===== src/hw/rtl/sprb_pkg.sv =====
// Shared types, register indexes and the helper function of the SPI response bit realigner.
package sprb_pkg;

  localparam int unsigned BYTE_WIDTH      = 8;
  localparam int unsigned CFG_INDEX_WIDTH = 2;

  typedef logic [CFG_INDEX_WIDTH-1:0] cfg_index_t;

  localparam cfg_index_t REG_IDLE_LEVEL      = 2'd0;
  localparam cfg_index_t REG_RESPONSE_LENGTH = 2'd1;

  localparam logic [BYTE_WIDTH-1:0] IDLE_BYTE_HIGH = 8'hFF;
  localparam logic [BYTE_WIDTH-1:0] IDLE_BYTE_LOW  = 8'h00;

  typedef struct packed {
    logic [BYTE_WIDTH-1:0] rx_byte;
    logic                  last_in_window;
  } in_item_t;

  typedef struct packed {
    logic                  byte_valid;
    logic [BYTE_WIDTH-1:0] aligned_byte;
    logic                  window_done;
    logic                  complete;
  } out_item_t;

  // Number of leading bits, from the MSB, that equal the idle level.
  // A byte made only of idle bits wraps to zero, as the count is three bits.
  function automatic logic [2:0] lead_count(input logic [BYTE_WIDTH-1:0] b,
                                            input logic level);
    logic [BYTE_WIDTH-1:0] v;
    logic [3:0]            n;
    logic                  run;
    v   = level ? b : ~b;
    n   = 4'd0;
    run = 1'b1;
    for (int i = BYTE_WIDTH - 1; i >= 0; i--) begin
      if (run && v[i]) begin
        n = n + 4'd1;
      end else begin
        run = 1'b0;
      end
    end
    return n[2:0];
  endfunction

endpackage


===== src/hw/rtl/sprb_align_core.sv =====
// Configuration registers, alignment state and the single-pass realign logic.
module sprb_align_core #(
  parameter int unsigned COUNT_WIDTH = 10
) (
  input  logic                         clk,
  input  logic                         rst,
  input  logic                         cfg_write,
  input  sprb_pkg::cfg_index_t         cfg_index,
  input  logic [COUNT_WIDTH-1:0]       cfg_data,
  input  logic                         step,
  input  sprb_pkg::in_item_t           item,
  output sprb_pkg::out_item_t          result,
  output logic                         has_result
);

  logic                   idle_level;
  logic [COUNT_WIDTH-1:0] response_length;

  logic                   aligned;
  logic [2:0]             bit_offset;
  logic [7:0]             previous_byte;
  logic [COUNT_WIDTH-1:0] bytes_remaining;

  logic                   aligned_next;
  logic [2:0]             bit_offset_next;
  logic [7:0]             previous_byte_next;
  logic [COUNT_WIDTH-1:0] bytes_remaining_next;

  logic [7:0]             idle_byte;
  logic [15:0]            funnel;

  assign idle_byte = idle_level ? sprb_pkg::IDLE_BYTE_HIGH : sprb_pkg::IDLE_BYTE_LOW;

  // The upper half of the shifted pair is the previous byte topped up with
  // the leading bits of the current one.
  assign funnel = {previous_byte, item.rx_byte} << bit_offset;

  always_comb begin
    aligned_next         = aligned;
    bit_offset_next      = bit_offset;
    previous_byte_next   = previous_byte;
    bytes_remaining_next = bytes_remaining;
    result               = '0;

    if (step) begin
      if (!aligned) begin
        if (item.rx_byte != idle_byte) begin
          aligned_next    = 1'b1;
          bit_offset_next = sprb_pkg::lead_count(item.rx_byte, idle_level);
        end
      end else if (bytes_remaining != '0) begin
        result.byte_valid    = 1'b1;
        result.aligned_byte  = funnel[15:8];
        bytes_remaining_next = bytes_remaining - COUNT_WIDTH'(1);
      end
      previous_byte_next = item.rx_byte;

      if (item.last_in_window) begin
        result.window_done   = 1'b1;
        result.complete      = (bytes_remaining_next == '0);
        aligned_next         = 1'b0;
        bit_offset_next      = 3'd0;
        previous_byte_next   = 8'd0;
        bytes_remaining_next = response_length;
      end
    end
  end

  assign has_result = result.byte_valid || result.window_done;

  always_ff @(posedge clk) begin
    if (rst) begin
      idle_level      <= 1'b1;
      response_length <= COUNT_WIDTH'(1);
      aligned         <= 1'b0;
      bit_offset      <= 3'd0;
      previous_byte   <= 8'd0;
      bytes_remaining <= COUNT_WIDTH'(1);
    end else begin
      aligned         <= aligned_next;
      bit_offset      <= bit_offset_next;
      previous_byte   <= previous_byte_next;
      bytes_remaining <= bytes_remaining_next;
      if (cfg_write) begin
        case (cfg_index)
          sprb_pkg::REG_IDLE_LEVEL: begin
            idle_level <= cfg_data[0];
          end
          sprb_pkg::REG_RESPONSE_LENGTH: begin
            response_length <= cfg_data;
            // While searching, a new length applies to the current window.
            if (!aligned) begin
              bytes_remaining <= cfg_data;
            end
          end
          default: begin
          end
        endcase
      end
    end
  end

endmodule


===== src/hw/rtl/spi_response_bit_realigner.sv =====
// Top level of the SPI response bit realigner: input register, realign core, result register.
//
// Takes one received byte per cycle and delivers realigned response bytes. An accepted
// byte is held in the input register, passes the realign logic and lands in the result
// register; the sustained rate is one byte per cycle, limited only by the result register
// being taken. Bytes that cause no result (idle bytes while searching, bytes past the
// length) leave no transfer on the output. Configuration writes are taken in any cycle
// and must be issued only while no byte is in flight.
module spi_response_bit_realigner #(
  parameter int unsigned COUNT_WIDTH = 10
) (
  input  logic                   clk,
  input  logic                   rst,
  input  logic                   cfg_valid,
  output logic                   cfg_ready,
  input  sprb_pkg::cfg_index_t   cfg_index,
  input  logic [COUNT_WIDTH-1:0] cfg_data,
  input  logic                   in_valid,
  output logic                   in_ready,
  input  sprb_pkg::in_item_t     in_data,
  output logic                   out_valid,
  input  logic                   out_ready,
  output sprb_pkg::out_item_t    out_data
);

  logic                s1_valid;
  sprb_pkg::in_item_t  s1_data;
  logic                advance;
  sprb_pkg::out_item_t core_result;
  logic                core_has_result;

  assign cfg_ready = 1'b1;
  assign advance   = s1_valid && (!out_valid || out_ready);
  assign in_ready  = !s1_valid || advance;

  always_ff @(posedge clk) begin
    if (rst) begin
      s1_valid <= 1'b0;
    end else if (in_ready) begin
      s1_valid <= in_valid;
    end
  end

  always_ff @(posedge clk) begin
    if (in_valid && in_ready) begin
      s1_data <= in_data;
    end
  end

  sprb_align_core #(
    .COUNT_WIDTH (COUNT_WIDTH)
  ) u_core (
    .clk        (clk),
    .rst        (rst),
    .cfg_write  (cfg_valid && cfg_ready),
    .cfg_index  (cfg_index),
    .cfg_data   (cfg_data),
    .step       (advance),
    .item       (s1_data),
    .result     (core_result),
    .has_result (core_has_result)
  );

  always_ff @(posedge clk) begin
    if (rst) begin
      out_valid <= 1'b0;
    end else if (advance && core_has_result) begin
      out_valid <= 1'b1;
    end else if (out_ready) begin
      out_valid <= 1'b0;
    end
  end

  always_ff @(posedge clk) begin
    if (advance && core_has_result) begin
      out_data <= core_result;
    end
  end

endmodule


===== config.mk =====
export PLATFORM = sky130hd
export DESIGN_NAME = spi_response_bit_realigner
export DESIGN_NICKNAME = d
export VERILOG_FILES = /design/src/hw/rtl/sprb_pkg.sv /design/src/hw/rtl/sprb_align_core.sv /design/src/hw/rtl/spi_response_bit_realigner.sv
export SDC_FILE = /design/constraint.sdc
export NUM_CORES = 1
export LEC_CHECK = 0
export BUFFER_PORTS_ARGS = -buffer_cell sky130_fd_sc_hd__buf_2
export CAP_MARGIN = 10
export CORE_MARGIN = 2
export CORE_UTILIZATION = 51
export DETAILED_ROUTE_END_ITERATION = 12
export GPL_TIMING_DRIVEN = 0
export MAX_ROUTING_LAYER = met4
export PLACE_DENSITY = 0.75
export SLEW_MARGIN = 20
export SYNTH_ARGS = -nofsm -noshare
export SYNTH_HDL_FRONTEND = slang
export SYNTH_SLANG_ARGS = --single-unit
export TNS_END_PERCENT = 5

===== constraint.sdc =====
create_clock -name clk -period 4.7 [get_ports clk]
set_input_delay 0.94 -clock clk [delete_from_list [all_inputs] [get_ports clk]]
set_output_delay 0.94 -clock clk [all_outputs]
set_load 0.03 [all_outputs]

# Word level (Yosys, flattened, before mapping)

Cells that the tools add are included.
W data, S select, Z words.

Input port bits: 26
Register bits: 55

$add $sub $neg: 8
Shift operators: 1
Multiplexer cells: 80
Reduce and logical (&&, ||, !) cells: 25
Bitwise logic cells: 1
Equal/unequal tests: 3

Operators with widths:

| operator                | number |
|---|---|
| $mux W3                 | 31 |
| $mux W10                | 8 |
| $mux W1                 | 34 |
| $mux W8                 | 3 |
| $add A3 B1 Y3 const B   | 7 |
| $mux W9                 | 2 |
| $shl A16 B3 Y16         | 1 |
| $mux W11                | 1 |
| $logic_and A1 B1 Y1     | 10 |
| $logic_not A10 Y1       | 1 |
| $reduce_bool A10 Y1     | 1 |
| $sub A10 B1 Y10 const B | 1 |
| $ne A8 B8 Y1            | 1 |
| $not A8 Y8              | 1 |
| $reduce_and A2 Y1       | 3 |
| $reduce_and A3 Y1       | 2 |
| $reduce_bool A2 Y1      | 2 |
| $logic_or A1 B1 Y1      | 3 |
| $eq A2 B1 Y1 const B    | 1 |
| $logic_not A1 Y1        | 2 |
| $logic_not A2 Y1        | 1 |
| $mux W2                 | 1 |
| $ne A2 B2 Y1 const B    | 1 |

# Logic depth before layout (Yosys ltp)

Word-level depth: 41
Depth in mapped cells: 18

# Hierarchy

A second synthesis with hierarchy kept.

Cell total of the unflattened synthesis: 363
Area total of the unflattened synthesis: 3450.8 µm²

Modules (own cells, without submodules):

| module                     | cells an instance | times used | area each (µm²) |
|---|---|---|---|
| sprb_align_core            | 330               | 1          | 2736.4 |
| spi_response_bit_realigner | 33                | 1          | 714.4 |

# Worst setup path before layout

No wires, ideal clock.

Path type: flip-flop to flip-flop
Start: register u_core.idle_level
End: register u_core.bit_offset[2]
Path buffers: 3
Period minus slack after synthesis: 3.372 ns
Setup slack: 1.328 ns
Arrival: 3.309 ns
Cell stages (with the launch flop): 19
Cells stage by stage: dfxtp_1 clkbuf_1 clkbuf_1 nand2_1 a21oi_1 nand2b_1 ha_1 o21a_1 ha_1 clkbuf_1 xnor2_1 a21oi_1 ha_1 and2_1 o22ai_1 a22oi_1 a211o_1 a21o_1 nand3b_1

Word-level cells in the longest chain between the ends: 40
Elaborated cells between the ends (all ways): 79
Those cells by class: add/sub: 7; eq/ne: 1; mux: 62; reduce/logical: 9

Ends and longest elaborated chain:

| what                                                 | RTL line                       | RTL |
|---|---|---|
| start, declared                                      | sprb_align_core.sv:16          | `logic idle_level;` |
| start signal, assigned                               | sprb_align_core.sv:87          | `idle_level <= cfg_data[0];` |
| $mux W8                                              | sprb_pkg.sv:34                 | `v = level ? b : ~b;` |
| $mux W1                                              | sprb_pkg.sv:38                 | `if (run && v[i]) begin` |
| $mux W3 or $mux W1 (tied branches)                   | sprb_align_core.sv:47          | `if (item.rx_byte != idle_byte) begin` |
| $mux W3 or $mux W1 (tied branches)                   | sprb_align_core.sv:46          | `if (!aligned) begin` |
| $mux W3 or $mux W1 (tied branches)                   | sprb_align_core.sv:45          | `if (step) begin` |
| $add A3 B1 Y3 or $logic_and A1 B1 Y1 (tied branches) | sprb_pkg.sv:39, sprb_pkg.sv:38 |  |
| $mux W3 or $mux W1 (tied branches)                   | sprb_pkg.sv:38                 |  |
| $mux W3 or $mux W1 (tied branches)                   | sprb_align_core.sv:47          |  |
| (+24 left out)                                       | --                             |  |
| $mux W3 or $mux W1 (tied branches)                   | sprb_align_core.sv:47          |  |
| $mux W3 or $mux W1 (tied branches)                   | sprb_align_core.sv:46          |  |
| $mux W3 or $mux W1 (tied branches)                   | sprb_align_core.sv:45          |  |
| $add A3 B1 Y3 or $logic_and A1 B1 Y1 (tied branches) | sprb_pkg.sv:39, sprb_pkg.sv:38 |  |
| $mux W3                                              | sprb_pkg.sv:38                 |  |
| $mux W3                                              | sprb_align_core.sv:47          |  |
| $mux W3                                              | sprb_align_core.sv:46          |  |
| $mux W3                                              | sprb_align_core.sv:58          | `if (item.last_in_window) begin` |
| end signal, assigned                                 | sprb_align_core.sv:81          | `bit_offset <= bit_offset_next;` |
| end, declared                                        | sprb_align_core.sv:20          | `logic [2:0] bit_offset;` |

Several ways; a longest one is shown, not always the timed one. The select of a mux whose other input is x is not followed.
A chain may end at the register's enable or synchronous reset.

# Final worst setup path

Same ends and word-level chain as after synthesis.

==> flow_metrics.py <==
metrics = {
    "power": {
        "power.leakage_nw": 1.398,
        "p_per_area_mw_per_mm2": 268.5,
        "ir_drop_uv": 168.5,
    },
    "timing": {
        "min_period_over_period_pct": 82.68,
        "fin_setup_tns_ns": 0,
        "max_freq_mhz": 257.3,
        "period_minus_slack_ns": 3.886,
        "final-setup-viol-count": 0,
        "tightestPinTransition_ns": 0.8026,
        "rsz0062_at_grt": "no",
        "slew_violations": 0,
        "maxSlewHeadroom_pct": 46.49,
        "layout_setup_ws_ns": 0.8140,
        "finalHoldViolCount": 0,
        "skew_ns": 0.01215,
    },
    "cts": {
        "root_buffer": "clkbuf_8",
        "cts_tree": "yes",
        "clock_insertion_delay_worst_skew_ns": 0.32,
        "cts_sinks": 55,
        "htree_levels": 2,
        "cts_setup_buffers": 0,
        "clkSlewWorstSetupHoldPaths_ns": 0.10,
        "ctsHoldBuffers": 0,
        "numCtsBuffers": 5,
        "cts_resized": 0,
        "clockBufferDepth": 2,
    },
    "routing": {
        "drt_iter0_markers": 277,
        "wl_met3_um": 538,
        "highest_layer": "met4",
        "wl_met1_mm": 3.758,
        "routed_wl_mm": 7.973,
        "dr_total_vias": 3093,
        "antenna_left": 0,
        "detailedRoute.firstPassIterationCount": 6,
        "dr_wl_met2_mm": 3.580,
        "wire_per_inst_um": 15.69,
        "vias_per_cell": 6.089,
        "drc_errors": 0,
    },
    "worst_setup_path": {
        "crit_type": "register to register",
        "worstSetupEndpointType": "register",
        "arrival_ns": 4.14,
        "cp-start-kind": "register",
        "critical_path_required_ns": 4.95,
        "critPathMaxFanout": 10,
    },
    "placed_design": {
        "dpl.cell_count": 500,
        "routabilityCongestion": 0.9066,
        "dp_slack_ns": 0.9163,
        "io_buffers": 37,
        "hpwlAfterDp_mm": 5.837,
    },
    "yosys": {
        "yosys-top-cells-count": "51 x nor2_1, 35 x a21oi_1, 35 x dfxtp_1, 23 x clkbuf_1, 22 x mux2i_1",
        "synthTopCellsByArea": "dfxtp_1 21%, edfxtp_1 18%, mux2i_1 6.6%, nor2_1 5.7%, mux4_2 5.4%",
        "yosysMostFrequentCell": "nor2_1",
        "ys_ff_latch": 55,
        "syn_area_per_cell_um2": 8.710,
        "yosysSeqAreaShare_pct": 38.70,
        "ys.flop_type": "dfxtp_1",
        "yosys.area.top_type_share_pct": 20.84,
        "synthesis.area_mm2": 0.003362,
        "synth_edf_count": 20,
        "ys_warn_count": 0,
        "yosysUniqueCellTypes": 58,
        "syn_nets": 417,
        "async_flop_share_pct": 0,
        "synth_area_leader_cell": "dfxtp_1",
        "synthCells": 386,
    },
    "finish": {
        "nets": 461,
        "seqCellArea_mm2": 0.001301,
        "layout-drive-gt1-share_pct": 15.31,
        "stdcell_count": 508,
        "multi_input_area_mm2": 0.001847,
        "fillerInstances": 561,
        "area_growth_pct": 11.24,
        "diodes": 0,
    },
    "grt": {
        "track_usage_pct": 22.83,
        "grt_max_degree": 20,
        "antenna_found_initial": 0,
        "grt_pass1_wl_mm": 12.97,
        "grt_pass1_vias": 2694,
        "overflow": 0,
    },
    "die": {
        "dieArea_mm2": 0.007257,
        "die-width_um": 85.19,
        "die_h_um": 85.19,
        "rows": 29,
        "start_util_pct": 52.95,
        "core_area_mm2": 0.006350,
        "ios": 40,
    },
    "outcome": {
        "status": "finished clean",
    },
    "hold_path": {
        "hold_class": "register to register",
    },
    "run": {
        "cap_viol_max_count": 0,
    },
}
==> layout by cell type (no fill, tap or decap), types with 7 or more instances in the layout <==
cell / netlist / layout
nand3_1: 10 / 10
nor2_1: 51 / 51
clkbuf_1: 23 / 23
o21ai_0: 12 / 12
a211oi_1: 7 / 7
or3_1: 8 / 8
mux2i_1: 22 / 22
mux4_2: 8 / 8
buf_2: 2 / 39
a21oi_1: 35 / 35
dfxtp_1: 35 / 35
inv_1: 20 / 20
nor3_1: 15 / 15
edfxtp_1: 20 / 20
nor3b_1: 8 / 8
nand2_1: 18 / 18
==> where the power goes <==
part / switching (W) / internal [W]
sequential: 0.0000147 / 0.000515
combinational: 0.000122 / 0.0000750
clock: 0.000167 / 0.000110
total: 0.000304 / 0.000700
==> state kept, by name (all words and copies together), names as in the netlist <==
| signal | flops |
|---|---|
| u_core.aligned | 1 |
| s1_valid | 1 |
| u_core.idle_level | 1 |
| u_core.response_length | 10 |
| out_data | 11 |
| u_core.bit_offset | 3 |
| u_core.bytes_remaining | 10 |
| s1_data | 9 |
| out_valid | 1 |
| u_core.previous_byte | 8 |
==> through the flow <==
stage | instance area [µm²] | utilization [%] | hold WS [ns] | total power, W
finish | 3740 | 58.90 | 0.4763 | 0.001004
CTS | 3740 | 58.90 | 0.4771 | 0.001007
detailed placement | 3643 | 57.38 | 0.4525 | 0.0007328
global route | 3740 | 58.90 | 0.5212 | 0.001052
floorplan | 3362 | - | 0.4311 | 0.0006810
global placement | 3643 | 57.38 | 0.4549 | 0.0007279
==> per-layer routing <==
metal | up-vias | global-route usage [%]
li1 | 1489 | -
met1 | 1466 | 32.48
met2 | 126 | 34.73
met3 | 12 | 3.307
met4 | 0 | 5.339
met5 | - | -
==> final timing paths <==
kind	startpoint	slack, ns	cells after the start	end
setup / recovery	u_core.idle_level	0.81	18	u_core.bit_offset[2]
hold / removal	u_core.response_length[0]	0.48	1	u_core.response_length[0]
setup reg to reg	u_core.idle_level	0.81	18	u_core.bit_offset[2]
hold reg to reg	u_core.response_length[0]	0.48	1	u_core.response_length[0]
==> critical path: stages, from the launching register on <==
cell	delay, ns
dfxtp_1	0.32
clkbuf_1	0.28
clkbuf_1	0.39
nand2_1	0.14
a21oi_1	0.13
nand2b_1	0.12
ha_1	0.23
o21a_1	0.21
ha_1	0.27
clkbuf_1	0.28
xnor2_1	0.16
a21oi_1	0.09
ha_1	0.23
and2_1	0.16
o22ai_1	0.13
a22oi_1	0.12
a211o_1	0.34
a21o_1	0.16
nand3b_1	0.08
==> cells by family after synthesis <==
group	after synthesis	synth area share [%]
flip-flops	55	38.70
adder cells (fa/ha/maj)	5	1.861
buffers and inverters	53	6.364
multiplexers	32	12.58
other	1	0.1115
AO/OA/AOI/OAI	87	16.23
AND/OR/NAND/NOR	150	23.37
XOR/XNOR	3	0.7817
==> layout make-up <==
type | count | area share [%]
tap | 77 | 2.576
multi-input combinational | 278 | 49.38
inverter | 20 | 2.007
sequential | 55 | 34.79
timing repair buffer | 37 | 4.951
buffer | 33 | 3.714
clock inverter | 3 | 0.7360
clock buffer | 5 | 1.840
Note: power is estimated with default switching activity, not from simulation.
